### src/hdl/irc_lbc_pkg.sv
// Shared types and constants of the IRC line byte classifier.
`default_nettype none

package irc_lbc_pkg;

   // Byte class codes
   localparam logic [3:0] CL_TAGMARK    = 4'd0;
   localparam logic [3:0] CL_KEY        = 4'd1;
   localparam logic [3:0] CL_EQUALS     = 4'd2;
   localparam logic [3:0] CL_VALUE      = 4'd3;
   localparam logic [3:0] CL_SEMI       = 4'd4;
   localparam logic [3:0] CL_PREFIXMARK = 4'd5;
   localparam logic [3:0] CL_NICK       = 4'd6;
   localparam logic [3:0] CL_PREFIXREST = 4'd7;
   localparam logic [3:0] CL_SPACE      = 4'd8;
   localparam logic [3:0] CL_COMMAND    = 4'd9;
   localparam logic [3:0] CL_PARAM      = 4'd10;
   localparam logic [3:0] CL_TRAILMARK  = 4'd11;
   localparam logic [3:0] CL_TRAILING   = 4'd12;

   // Delimiter characters
   localparam logic [7:0] CHAR_AT    = 8'h40;
   localparam logic [7:0] CHAR_SEMI  = 8'h3B;
   localparam logic [7:0] CHAR_EQ    = 8'h3D;
   localparam logic [7:0] CHAR_COLON = 8'h3A;
   localparam logic [7:0] CHAR_BANG  = 8'h21;
   localparam logic [7:0] CHAR_SPACE = 8'h20;

   typedef struct packed {
      logic [7:0] byte_out;
      logic [3:0] byte_class;
      logic [5:0] item_index;
      logic       line_end;
      logic       line_ok;
   } rsp_type;

endpackage

`default_nettype wire

### src/hdl/irc_lbc_front.sv
// Front end: per-byte parse state machine that labels each accepted item.
`default_nettype none

module irc_lbc_front
   import irc_lbc_pkg::*;
#(
   parameter int TAG_INDEX_LIMIT   = 63,
   parameter int PARAM_INDEX_LIMIT = 15
) (
   input  wire logic       clock,
   input  wire logic       reset,
   input  wire logic       accept,
   input  wire logic [7:0] data_byte,
   input  wire logic       last_byte,
   output rsp_type         result
);

   localparam logic [5:0] TagCap   = (TAG_INDEX_LIMIT > 63) ? 6'd63 : 6'(TAG_INDEX_LIMIT);
   localparam logic [3:0] ParamCap = (PARAM_INDEX_LIMIT > 15) ? 4'd15 : 4'(PARAM_INDEX_LIMIT);

   typedef enum logic [3:0] {
      PH_START      = 4'd0,
      PH_TAGS       = 4'd1,
      PH_TAG_GAP    = 4'd2,
      PH_PREFIX     = 4'd3,
      PH_PREFIX_GAP = 4'd4,
      PH_COMMAND    = 4'd5,
      PH_PARAM_GAP  = 4'd6,
      PH_PARAM      = 4'd7,
      PH_TRAILING   = 4'd8
   } phase_type;

   phase_type  phase_ff, phase_in, phase_step;
   logic       equals_ff, equals_in, equals_step;
   logic       bang_ff, bang_in, bang_step;
   logic [5:0] tag_ff, tag_in, tag_step;
   logic [3:0] param_ff, param_in, param_step;
   logic [3:0] cls;
   logic [5:0] idx;
   logic       ok;

   always_comb begin
      phase_step  = phase_ff;
      equals_step = equals_ff;
      bang_step   = bang_ff;
      tag_step    = tag_ff;
      param_step  = param_ff;
      idx         = 6'd0;
      case (phase_ff)
         PH_TAGS: begin
            idx = tag_ff;
            if (data_byte == CHAR_SPACE) begin
               cls        = CL_SPACE;
               idx        = 6'd0;
               phase_step = PH_TAG_GAP;
            end else if (data_byte == CHAR_SEMI) begin
               cls = CL_SEMI;
               if (tag_ff < TagCap) tag_step = tag_ff + 6'd1;
               equals_step = 1'b0;
            end else if (data_byte == CHAR_EQ && !equals_ff) begin
               cls         = CL_EQUALS;
               equals_step = 1'b1;
            end else begin
               cls = equals_ff ? CL_VALUE : CL_KEY;
            end
         end
         PH_TAG_GAP: begin
            if (data_byte == CHAR_SPACE) begin
               cls = CL_SPACE;
            end else if (data_byte == CHAR_COLON) begin
               cls        = CL_PREFIXMARK;
               phase_step = PH_PREFIX;
            end else begin
               cls        = CL_COMMAND;
               phase_step = PH_COMMAND;
            end
         end
         PH_PREFIX: begin
            if (data_byte == CHAR_SPACE) begin
               cls        = CL_SPACE;
               phase_step = PH_PREFIX_GAP;
            end else if (bang_ff) begin
               cls = CL_PREFIXREST;
            end else if (data_byte == CHAR_BANG) begin
               cls       = CL_PREFIXREST;
               bang_step = 1'b1;
            end else begin
               cls = CL_NICK;
            end
         end
         PH_PREFIX_GAP: begin
            if (data_byte == CHAR_SPACE) begin
               cls = CL_SPACE;
            end else begin
               cls        = CL_COMMAND;
               phase_step = PH_COMMAND;
            end
         end
         PH_COMMAND: begin
            if (data_byte == CHAR_SPACE) begin
               cls        = CL_SPACE;
               phase_step = PH_PARAM_GAP;
            end else begin
               cls = CL_COMMAND;
            end
         end
         PH_PARAM_GAP: begin
            if (data_byte == CHAR_SPACE) begin
               cls = CL_SPACE;
            end else if (data_byte == CHAR_COLON) begin
               cls        = CL_TRAILMARK;
               idx        = {2'b00, param_ff};
               phase_step = PH_TRAILING;
            end else begin
               cls        = CL_PARAM;
               idx        = {2'b00, param_ff};
               phase_step = PH_PARAM;
            end
         end
         PH_PARAM: begin
            if (data_byte == CHAR_SPACE) begin
               cls = CL_SPACE;
               if (param_ff < ParamCap) param_step = param_ff + 4'd1;
               phase_step = PH_PARAM_GAP;
            end else begin
               cls = CL_PARAM;
               idx = {2'b00, param_ff};
            end
         end
         PH_TRAILING: begin
            cls = CL_TRAILING;
            idx = {2'b00, param_ff};
         end
         default: begin
            // Line start; unused codes act the same
            if (data_byte == CHAR_AT) begin
               cls        = CL_TAGMARK;
               phase_step = PH_TAGS;
            end else if (data_byte == CHAR_COLON) begin
               cls        = CL_PREFIXMARK;
               phase_step = PH_PREFIX;
            end else if (data_byte == CHAR_SPACE) begin
               cls        = CL_SPACE;
               phase_step = PH_PARAM_GAP;
            end else begin
               cls        = CL_COMMAND;
               phase_step = PH_COMMAND;
            end
         end
      endcase

      ok = last_byte && (phase_step inside {PH_COMMAND, PH_PARAM_GAP, PH_PARAM, PH_TRAILING});

      // Hold when idle; clear for the next line after the last item
      if (!accept) begin
         phase_in  = phase_ff;
         equals_in = equals_ff;
         bang_in   = bang_ff;
         tag_in    = tag_ff;
         param_in  = param_ff;
      end else if (last_byte) begin
         phase_in  = PH_START;
         equals_in = 1'b0;
         bang_in   = 1'b0;
         tag_in    = 6'd0;
         param_in  = 4'd0;
      end else begin
         phase_in  = phase_step;
         equals_in = equals_step;
         bang_in   = bang_step;
         tag_in    = tag_step;
         param_in  = param_step;
      end

      result.byte_out   = data_byte;
      result.byte_class = cls;
      result.item_index = idx;
      result.line_end   = last_byte;
      result.line_ok    = ok;
   end

   always_ff @(posedge clock) begin
      if (reset) begin
         phase_ff  <= PH_START;
         equals_ff <= 1'b0;
         bang_ff   <= 1'b0;
         tag_ff    <= 6'd0;
         param_ff  <= 4'd0;
      end else begin
         phase_ff  <= phase_in;
         equals_ff <= equals_in;
         bang_ff   <= bang_in;
         tag_ff    <= tag_in;
         param_ff  <= param_in;
      end
   end

endmodule

`default_nettype wire

### src/hdl/irc_lbc_queue.sv
// Short FIFO of labeled items between the front and back ends.
`default_nettype none

module irc_lbc_queue
   import irc_lbc_pkg::*;
#(
   parameter int DEPTH = 4
) (
   input  wire logic     clock,
   input  wire logic     reset,
   input  wire logic     push,
   input  wire rsp_type  push_data,
   input  wire logic     pop,
   output rsp_type       pop_data,
   output logic          full,
   output logic          empty
);

   localparam int PtrWidth = (DEPTH > 1) ? $clog2(DEPTH) : 1;
   localparam int CntWidth = $clog2(DEPTH + 1);
   localparam logic [PtrWidth-1:0] LastPtr = PtrWidth'(DEPTH - 1);
   localparam logic [CntWidth-1:0] FullCnt = CntWidth'(DEPTH);

   rsp_type               slot_ff [DEPTH];
   logic [PtrWidth-1:0]   wr_ff, wr_in, rd_ff, rd_in;
   logic [CntWidth-1:0]   cnt_ff, cnt_in;
   logic                  do_push, do_pop;

   assign full     = (cnt_ff == FullCnt);
   assign empty    = (cnt_ff == '0);
   assign do_push  = push && !full;
   assign do_pop   = pop && !empty;
   assign pop_data = slot_ff[rd_ff];

   always_comb begin
      wr_in  = wr_ff;
      rd_in  = rd_ff;
      cnt_in = cnt_ff;
      if (do_push) wr_in = (wr_ff == LastPtr) ? '0 : wr_ff + 1'b1;
      if (do_pop)  rd_in = (rd_ff == LastPtr) ? '0 : rd_ff + 1'b1;
      if (do_push && !do_pop)      cnt_in = cnt_ff + 1'b1;
      else if (do_pop && !do_push) cnt_in = cnt_ff - 1'b1;
   end

   always_ff @(posedge clock) begin
      if (reset) begin
         wr_ff  <= '0;
         rd_ff  <= '0;
         cnt_ff <= '0;
      end else begin
         wr_ff  <= wr_in;
         rd_ff  <= rd_in;
         cnt_ff <= cnt_in;
      end
   end

   always_ff @(posedge clock) begin
      if (do_push) slot_ff[wr_ff] <= push_data;
   end

endmodule

`default_nettype wire

### src/hdl/irc_lbc_back.sv
// Back end: output register that drains the queue toward the result ports.
`default_nettype none

module irc_lbc_back
   import irc_lbc_pkg::*;
(
   input  wire logic     clock,
   input  wire logic     reset,
   input  wire logic     q_empty,
   input  wire rsp_type  q_data,
   output logic          q_pop,
   input  wire logic     out_pop,
   output logic          out_empty,
   output rsp_type       out_data
);

   logic    valid_ff, valid_in;
   rsp_type data_ff;

   // Refill whenever the register is free or is taken this cycle
   assign q_pop     = !q_empty && (!valid_ff || out_pop);
   assign valid_in  = q_pop || (valid_ff && !out_pop);
   assign out_empty = !valid_ff;
   assign out_data  = data_ff;

   always_ff @(posedge clock) begin
      if (reset) valid_ff <= 1'b0;
      else       valid_ff <= valid_in;
   end

   always_ff @(posedge clock) begin
      if (q_pop) data_ff <= q_data;
   end

endmodule

`default_nettype wire

### src/hdl/irc_line_byte_classifier.sv
// Top level of the IRC line byte classifier.
//
//   channel   direction   handshake         payload
//   req       in          push / full       data_byte, last_byte
//   rsp       out         empty / pop       byte_out, byte_class, item_index,
//                                           line_end, line_ok
//
// One item is accepted per cycle while req_full is low; the per-byte parse
// step is a single state update in the front end, so a new byte may follow
// in every cycle. A result reaches the rsp ports through the queue and then
// the output register, loaded when that is free or being popped. If rsp
// stalls, the queue absorbs QUEUE_DEPTH items plus one in the output
// register before full rises.
// Synchronous reset returns the parser to line start and empties the queue.
`default_nettype none

module irc_line_byte_classifier
   import irc_lbc_pkg::*;
#(
   parameter int TAG_INDEX_LIMIT   = 63,
   parameter int PARAM_INDEX_LIMIT = 15,
   parameter int QUEUE_DEPTH       = 4
) (
   input  wire logic       clock,
   input  wire logic       reset,
   // Input channel
   input  wire logic       req_push,
   output logic            req_full,
   input  wire logic [7:0] req_data_byte,
   input  wire logic       req_last_byte,
   // Result channel
   output logic            rsp_empty,
   input  wire logic       rsp_pop,
   output logic [7:0]      rsp_byte_out,
   output logic [3:0]      rsp_byte_class,
   output logic [5:0]      rsp_item_index,
   output logic            rsp_line_end,
   output logic            rsp_line_ok
);

   logic    accept;
   rsp_type front_result;
   rsp_type q_data;
   logic    q_empty, q_pop;
   rsp_type out_data;

   // Take an item only while the queue has room
   assign accept = req_push && !req_full;

   // Classify each accepted byte and advance the parse state
   irc_lbc_front #(
      .TAG_INDEX_LIMIT  (TAG_INDEX_LIMIT),
      .PARAM_INDEX_LIMIT(PARAM_INDEX_LIMIT)
   ) u_front (
      .clock    (clock),
      .reset    (reset),
      .accept   (accept),
      .data_byte(req_data_byte),
      .last_byte(req_last_byte),
      .result   (front_result)
   );

   // Hold labeled items so the front keeps going while rsp stalls
   irc_lbc_queue #(
      .DEPTH(QUEUE_DEPTH)
   ) u_queue (
      .clock    (clock),
      .reset    (reset),
      .push     (accept),
      .push_data(front_result),
      .pop      (q_pop),
      .pop_data (q_data),
      .full     (req_full),
      .empty    (q_empty)
   );

   // Present the oldest item on registered result ports
   irc_lbc_back u_back (
      .clock    (clock),
      .reset    (reset),
      .q_empty  (q_empty),
      .q_data   (q_data),
      .q_pop    (q_pop),
      .out_pop  (rsp_pop),
      .out_empty(rsp_empty),
      .out_data (out_data)
   );

   assign rsp_byte_out   = out_data.byte_out;
   assign rsp_byte_class = out_data.byte_class;
   assign rsp_item_index = out_data.item_index;
   assign rsp_line_end   = out_data.line_end;
   assign rsp_line_ok    = out_data.line_ok;

endmodule

`default_nettype wire

### config.mk
export PLATFORM = sky130hd
export DESIGN_NAME = irc_line_byte_classifier
export DESIGN_NICKNAME = d
export VERILOG_FILES = /design/src/hdl/irc_lbc_pkg.sv /design/src/hdl/irc_lbc_front.sv /design/src/hdl/irc_lbc_queue.sv /design/src/hdl/irc_lbc_back.sv /design/src/hdl/irc_line_byte_classifier.sv
export SDC_FILE = /design/constraint.sdc
export NUM_CORES = 1
export LEC_CHECK = 0
export BUFFER_PORTS_ARGS = -buffer_cell sky130_fd_sc_hd__buf_2
export CAP_MARGIN = 5
export CORE_UTILIZATION = 34
export CTS_CLUSTER_DIAMETER = 30
export DETAILED_ROUTE_END_ITERATION = 10
export GPL_TIMING_DRIVEN = 0
export PLACE_DENSITY_LB_ADDON = 0.12
export SYNTH_ARGS = -nofsm -noshare
export SYNTH_HDL_FRONTEND = slang
export SYNTH_SLANG_ARGS = --single-unit
### constraint.sdc
create_clock -name clock -period 5.89 [get_ports clock]
set_clock_uncertainty 0.05 [all_clocks]
set_input_delay 0.589 -clock clock [delete_from_list [all_inputs] [get_ports clock]]
set_output_delay 0.589 -clock clock [all_outputs]
set_load 0.02 [all_outputs]
==> flow_metrics.env, run 1 <==
export IMPL_status="finished, final reports clean"
export IMPL_htreeDepth=4
export IMPL_final_cell_mix="100 x edfxtp_1, 37 x buf_2, 24 x dfxtp_1, 22 x a21oi_1"
export IMPL_worstHoldStart="req_data_byte[5]"
export IMPL_period_share=0.472
export IMPL_hold_worst_slack_ns=0.409
export IMPL_r2r_start="u_queue.cnt_ff[0]"
export IMPL_drt_iter0_drc=253
export IMPL_synth_top_area_cell="edfxtp_1"
export IMPL_finalSetupViolations=0
export IMPL_hold_violations=0
export IMPL_pre_cts_ws_ns=2.94
export IMPL_cts_clk_slew_worst_paths_ns=0.05
export IMPL_antenna_found_initial=0
export IMPL_hold_class="input port to register"
export IMPL_cts_setup_buffers=0
export IMPL_worst_pin_slew_ns=1.27
export IMPL_routed_wl_mm=11.8
export IMPL_synth_edff_count=100
export IMPL_drive_gt1_frac=0.232
export IMPL_p_leak_uw=0.00219
export IMPL_clkSinkCount=124
export IMPL_cts_root_buf="clkbuf_16"
export IMPL_synth_top_family_by_area="simple AND/OR/NAND/NOR gates"
export IMPL_worstPathMaxFanout=10
export IMPL_postRouteAntennaNets=0
export IMPL_synth_compound_area_frac=0.0907
export IMPL_min_period_ns=2.78
export IMPL_clk_path_buf_depth=2
export IMPL_final_common_cell="edfxtp_1"
export IMPL_worstSetupPathType="register to register"
export IMPL_finalMaxSlewViolations=0
export IMPL_grt_pass1_wl_mm=18.5
export IMPL_layout_nets=433
export IMPL_max_stage_delay_ns=0.44
export IMPL_timing_fmax_mhz=360
export IMPL_core_area_um2=15200
export IMPL_slew_headroom=0.154
export IMPL_synthMuxAreaShare=0.0886
export IMPL_postCtsResizedCells=0
export IMPL_die_h_um=127
export IMPL_dpl_hpwl_mm=7.50
export IMPL_synth_nets=380
export IMPL_drv_cap=0
export IMPL_ys_top_cells_by_area="edfxtp_1 57%, dfxtp_1 9.0%, mux4_2 8.5%"
export IMPL_ios=35
export IMPL_cts_tree="done"
export IMPL_drc_errors=0
export IMPL_synthCells=358
export IMPL_worstPathCellList="or3b_4 > nand2_4 > inv_2 > clkbuf_1 > ha_1 > inv_1 > fa_1 > xor2_1 > or3_1 > a21oi_1"
export IMPL_place_gp_congestion=0.829
export IMPL_synthFlopType="edfxtp_1"
export IMPL_setup_tns_final_ns=0
export IMPL_initial_core_util=0.349
export IMPL_dp_cells=579
export IMPL_vias=3267
export IMPL_vdd_drop_max_uv=204
export IMPL_critPathSlowestCell="clkbuf_1"
export IMPL_grt_max_degree=24
export IMPL_yosys_warnings=0
export IMPL_synthArstFlopShare=0
export IMPL_port_buffers=33
export IMPL_power_density_nw_per_um2=444
export IMPL_dr_pass1_iters=5
export IMPL_syn_to_final_growth_pct=18.4
export IMPL_synth_seq_cells=124
export IMPL_crit_start="u_queue.cnt_ff[0]"
export IMPL_synth_fa_ha_area_frac=0.0245
export IMPL_crit_path_start_kind="register"
export IMPL_worstPathArrival_ns=3.07
export IMPL_diodes=0
export IMPL_rows=45
export IMPL_clk_latency_ns=0.41
export IMPL_wl_per_cell_um=19.3
export IMPL_ctsHoldBuffers=0
export IMPL_grt_ovfl_total=0
export IMPL_cts_buffers=17
export IMPL_viasPerCell=5.36
export IMPL_stdcell_count=610
export IMPL_synth_top_area_share=0.566
export IMPL_dieArea_um2=16100
export IMPL_grt_setup_unrepaired="false"
export IMPL_setup_ws_ns=3.11
export IMPL_grt_usage=0.160
export IMPL_synth_cell_type_count=66
export IMPL_synth_avg_cell_area_um2=14.8
export IMPL_die_w_um=127
export IMPL_synth_seq_area_share=0.656
export IMPL_synth_simple_area_share=0.109
export IMPL_end_kind="register"
export IMPL_netlist_area_um2=5310
export IMPL_synthXorXnorAreaFrac=0.00660
export IMPL_fill_cells=1403
export IMPL_crit_required_ns=6.18
export IMPL_first_global_vias=3286
-- power breakdown --
group	switching, uW	total [uW]	internal [uW]
Sequential	47.7	1180	1130
Clock	350	960	610
Combinational	398	651	253
Total	796	2790	2000
-- flip-flops by register name, summed over array words and instances (netlist names) --
name,flops
u_front.phase_ff,4
u_back.out_data,20
u_queue.cnt_ff,3
u_queue.rd_ff,2
u_front.tag_ff,6
u_queue.wr_ff,2
u_front.param_ff,4
u_back.valid_ff,1
u_queue.slot_ff,80
u_front.bang_ff,1
u_front.equals_ff,1
-- stage by stage --
stage	cell area (um2)	power, uW	util
after floorplan	5310	1650	-
after global placement	5710	1860	0.376
after detailed placement	5720	1860	0.376
after CTS	6260	2830	0.412
after global routing	6290	2930	0.414
final	6290	2790	0.414
-- worst paths after layout --
check        cells past startpoint                endpoint  slack [ns]
max                             10       u_queue.cnt_ff[2]        3.11
min                              1  u_queue.slot_ff[0][17]        0.41
max reg2reg                     10       u_queue.cnt_ff[2]        3.11
min reg2reg                      2         u_front.bang_ff        0.44
-- cells in the mapped netlist (5+ instances only) --
library cell,number
nor2_1,20
mux4_2,20
nand2b_1,6
nor3_1,5
nand3_1,7
edfxtp_1,100
o21ai_0,7
a21oi_1,23
inv_1,9
ha_1,8
clkbuf_1,11
dfxtp_1,24
and3_1,9
a31oi_1,6
nand2_1,18
-- cell type report --
class | count | area, um2 | area share
sequential | 124 | 3480 | 0.554
clock buffer | 20 | 437 | 0.0695
multi-input combinational | 205 | 1710 | 0.271
tap | 188 | 235 | 0.0374
timing repair buffer | 34 | 193 | 0.0306
buffer | 19 | 95.1 | 0.0151
inverter | 10 | 37.5 | 0.00597
clock inverter | 10 | 101 | 0.0161
-- metal layers --
layer / wire length [um] / global-route usage / vias to the layer above
li1: - / - / 1528
met1: 5370 / 0.205 / 1651
met2: 5590 / 0.244 / 71
met3: 407 / 0.0490 / 17
met4: 393 / 0.0854 / 0
met5: 0 / 0 / -
-- cells by family (layout without fill, tap and decap cells) --
group           count (synthesis)  in the layout
flops                         124            124
mux                            22             22
xor+xnor                        4              4
fa+ha+maj                      10             10
compound gates                 69             69
simple gates                  100            100
buf+inv                        29             93
-- worst max-delay path, delay by kind of cell (launching register included) --
kind / cells / cell delay (ns)
AO/OA/AOI/OAI: 1 / 0.13
XOR/XNOR: 1 / 0.18
adder cells (fa/ha/maj): 2 / 0.72
buffers and inverters: 3 / 0.60
flip-flops: 1 / 0.42
AND/OR/NAND/NOR: 3 / 0.61
Note: power is estimated with default switching activity, not from simulation.
==> run 2, diff against run 1 <==
clock period = 2.25 ns   (was 5.89 ns; I/O delays follow)
==> flow_metrics.env, run 2 (synthesis results as in run 1) <==
export IMPL_grt_pass1_wl_mm=18.4
export IMPL_crit_path_start_kind="register"
export IMPL_viasPerCell=5.30
export IMPL_pre_cts_ws_ns=-0.360
export IMPL_grt_setup_unrepaired="false"
export IMPL_finalMaxSlewViolations=0
export IMPL_hold_depth=1
export IMPL_setup_ws_ns=0.124
export IMPL_drt_iter0_drc=228
export IMPL_postRouteAntennaNets=0
export IMPL_syn_to_final_growth_pct=18.9
export IMPL_cp_depth=9
export IMPL_fill_cells=1423
export IMPL_vias=3251
export IMPL_worstHoldStart="req_data_byte[1]"
export IMPL_power_total_uw=7270
export IMPL_cts_root_buf="clkbuf_16"
export IMPL_dpl_hpwl_mm=7.28
export IMPL_dieArea_um2=16100
export IMPL_worstPathMaxFanout=7
export IMPL_wl_per_cell_um=18.7
export IMPL_cts_tree="done"
export IMPL_grt_max_degree=21
export IMPL_slew_headroom=0.216
export IMPL_die_w_um=127
export IMPL_diodes=0
export IMPL_critPathSlowestCell="fa_2"
export IMPL_largest_register_ffs=80
export IMPL_place_gp_congestion=0.842
export IMPL_ios=35
export IMPL_power_density_nw_per_um2=1150
export IMPL_vdd_drop_max_uv=559
export IMPL_status="finished, final reports clean"
export IMPL_rows=45
export IMPL_multiInputGateArea_um2=1740
export IMPL_routed_wl_mm=11.5
export IMPL_cts_clk_slew_worst_paths_ns=0.05
export IMPL_cts_buffers=17
export IMPL_crit_required_ns=2.53
export IMPL_drc_errors=0
export IMPL_worstPathCellList="or3b_4 > nand2_8 > inv_8 > ha_2 > inv_1 > fa_2 > xor2_1 > or3_1 > a21oi_1"
export IMPL_timing_fmax_mhz=470
export IMPL_finalSetupViolations=0
export IMPL_dp_cells=579
export IMPL_final_common_cell="edfxtp_1"
export IMPL_cp_top_family="simple AND/OR/NAND/NOR gates"
export IMPL_worst_r2r_setup_slack_ns=0.12
export IMPL_final_area_um2=6310
export IMPL_clk_latency_ns=0.41
export IMPL_worstPathBufferInverterCount=2
export IMPL_postLayoutCoreUtil=0.415
export IMPL_drv_cap=0
export IMPL_placed_area_um2=5730
export IMPL_dr_pass1_iters=4
export IMPL_first_global_vias=3265
export IMPL_ff2ff_path_depth=9
export IMPL_grt_usage=0.157
export IMPL_drive_gt1_frac=0.259
export IMPL_ctsHoldBuffers=0
export IMPL_stdcell_count=613
export IMPL_htreeDepth=4
export IMPL_r2r_start="u_queue.cnt_ff[2]"
export IMPL_worstPathArrival_ns=2.41
export IMPL_hold_end="u_queue.slot_ff[2][13]"
export IMPL_hold_class="input port to register"
export IMPL_worstSetupPathType="register to register"
export IMPL_max_stage_delay_ns=0.37
export IMPL_reg2reg_to="u_queue.cnt_ff[2]"
export IMPL_die_h_um=127
export IMPL_largest_register="u_queue.slot_ff"
export IMPL_grt_ovfl_total=0
export IMPL_final_cell_mix="100 x edfxtp_1, 37 x buf_2, 22 x a21oi_1, 21 x dfxtp_1"
export IMPL_worst_pin_slew_ns=1.18
export IMPL_p_leak_uw=0.00218
export IMPL_register_area_um2=3490
export IMPL_clkSinkCount=124
export IMPL_initial_core_util=0.349
export IMPL_clk_path_buf_depth=2
export IMPL_hold_violations=0
export IMPL_antenna_found_initial=0
export IMPL_min_period_ns=2.13
export IMPL_end_kind="register"
export IMPL_period_share=0.945
export IMPL_port_buffers=33
export IMPL_layout_nets=437
export IMPL_core_area_um2=15200
[run 2: timing repair]
item	CTS	global route
setup endpoints to repair	3	21
endpoints found under the hold margin	0	0
gates cloned	1	0
buffers inserted	4	1
pin swaps	1	0
resized for setup	6	7
[run 2: metrics by stage]
stage,TNS (ns),hold WS (ns)
2_1_floorplan,0,0.274
3_3_place_gp,-0.876,0.424
3_5_place_dp,-1.10,0.413
4_1_cts,0,0.0235
5_1_grt,0,0.0397
6_report,0,0.0413
[run 2: layer usage]
metal | part of all wire | global-route usage
met1 | 0.46 | 0.202
met2 | 0.49 | 0.252
met3 | 0.041 | 0.0461
met4 | 0.014 | 0.0567
met5 | 0 | 0
[run 2: area by class of cell]
cell class | instances | share of cell area
Buffer | 18 | 0.0147
Clock buffer | 18 | 0.0680
Clock inverter | 11 | 0.0129
Inverter | 10 | 0.00713
Multi-Input combinational cell | 206 | 0.276
Sequential cell | 124 | 0.552
Tap cell | 188 | 0.0373
Timing Repair Buffer | 38 | 0.0321
[run 2: how the worst max path moves through the flow]
stage               slack (ns)                end              start
floorplan                0.004  u_queue.cnt_ff[2]  u_queue.cnt_ff[2]
global placement         -0.31  u_queue.cnt_ff[2]  u_queue.cnt_ff[1]
detailed placement       -0.36  u_queue.cnt_ff[2]  u_queue.cnt_ff[1]
CTS                       0.03  u_queue.cnt_ff[2]  u_queue.cnt_ff[2]
global route              0.02  u_queue.cnt_ff[2]  u_queue.cnt_ff[2]
finish                    0.12  u_queue.cnt_ff[2]  u_queue.cnt_ff[2]
[run 2: power breakdown]
group / switching [uW] / total (uW) / internal [uW]
logic: 1050 / 1770 / 717
registers: 145 / 3120 / 2970
clock network: 910 / 2380 / 1470
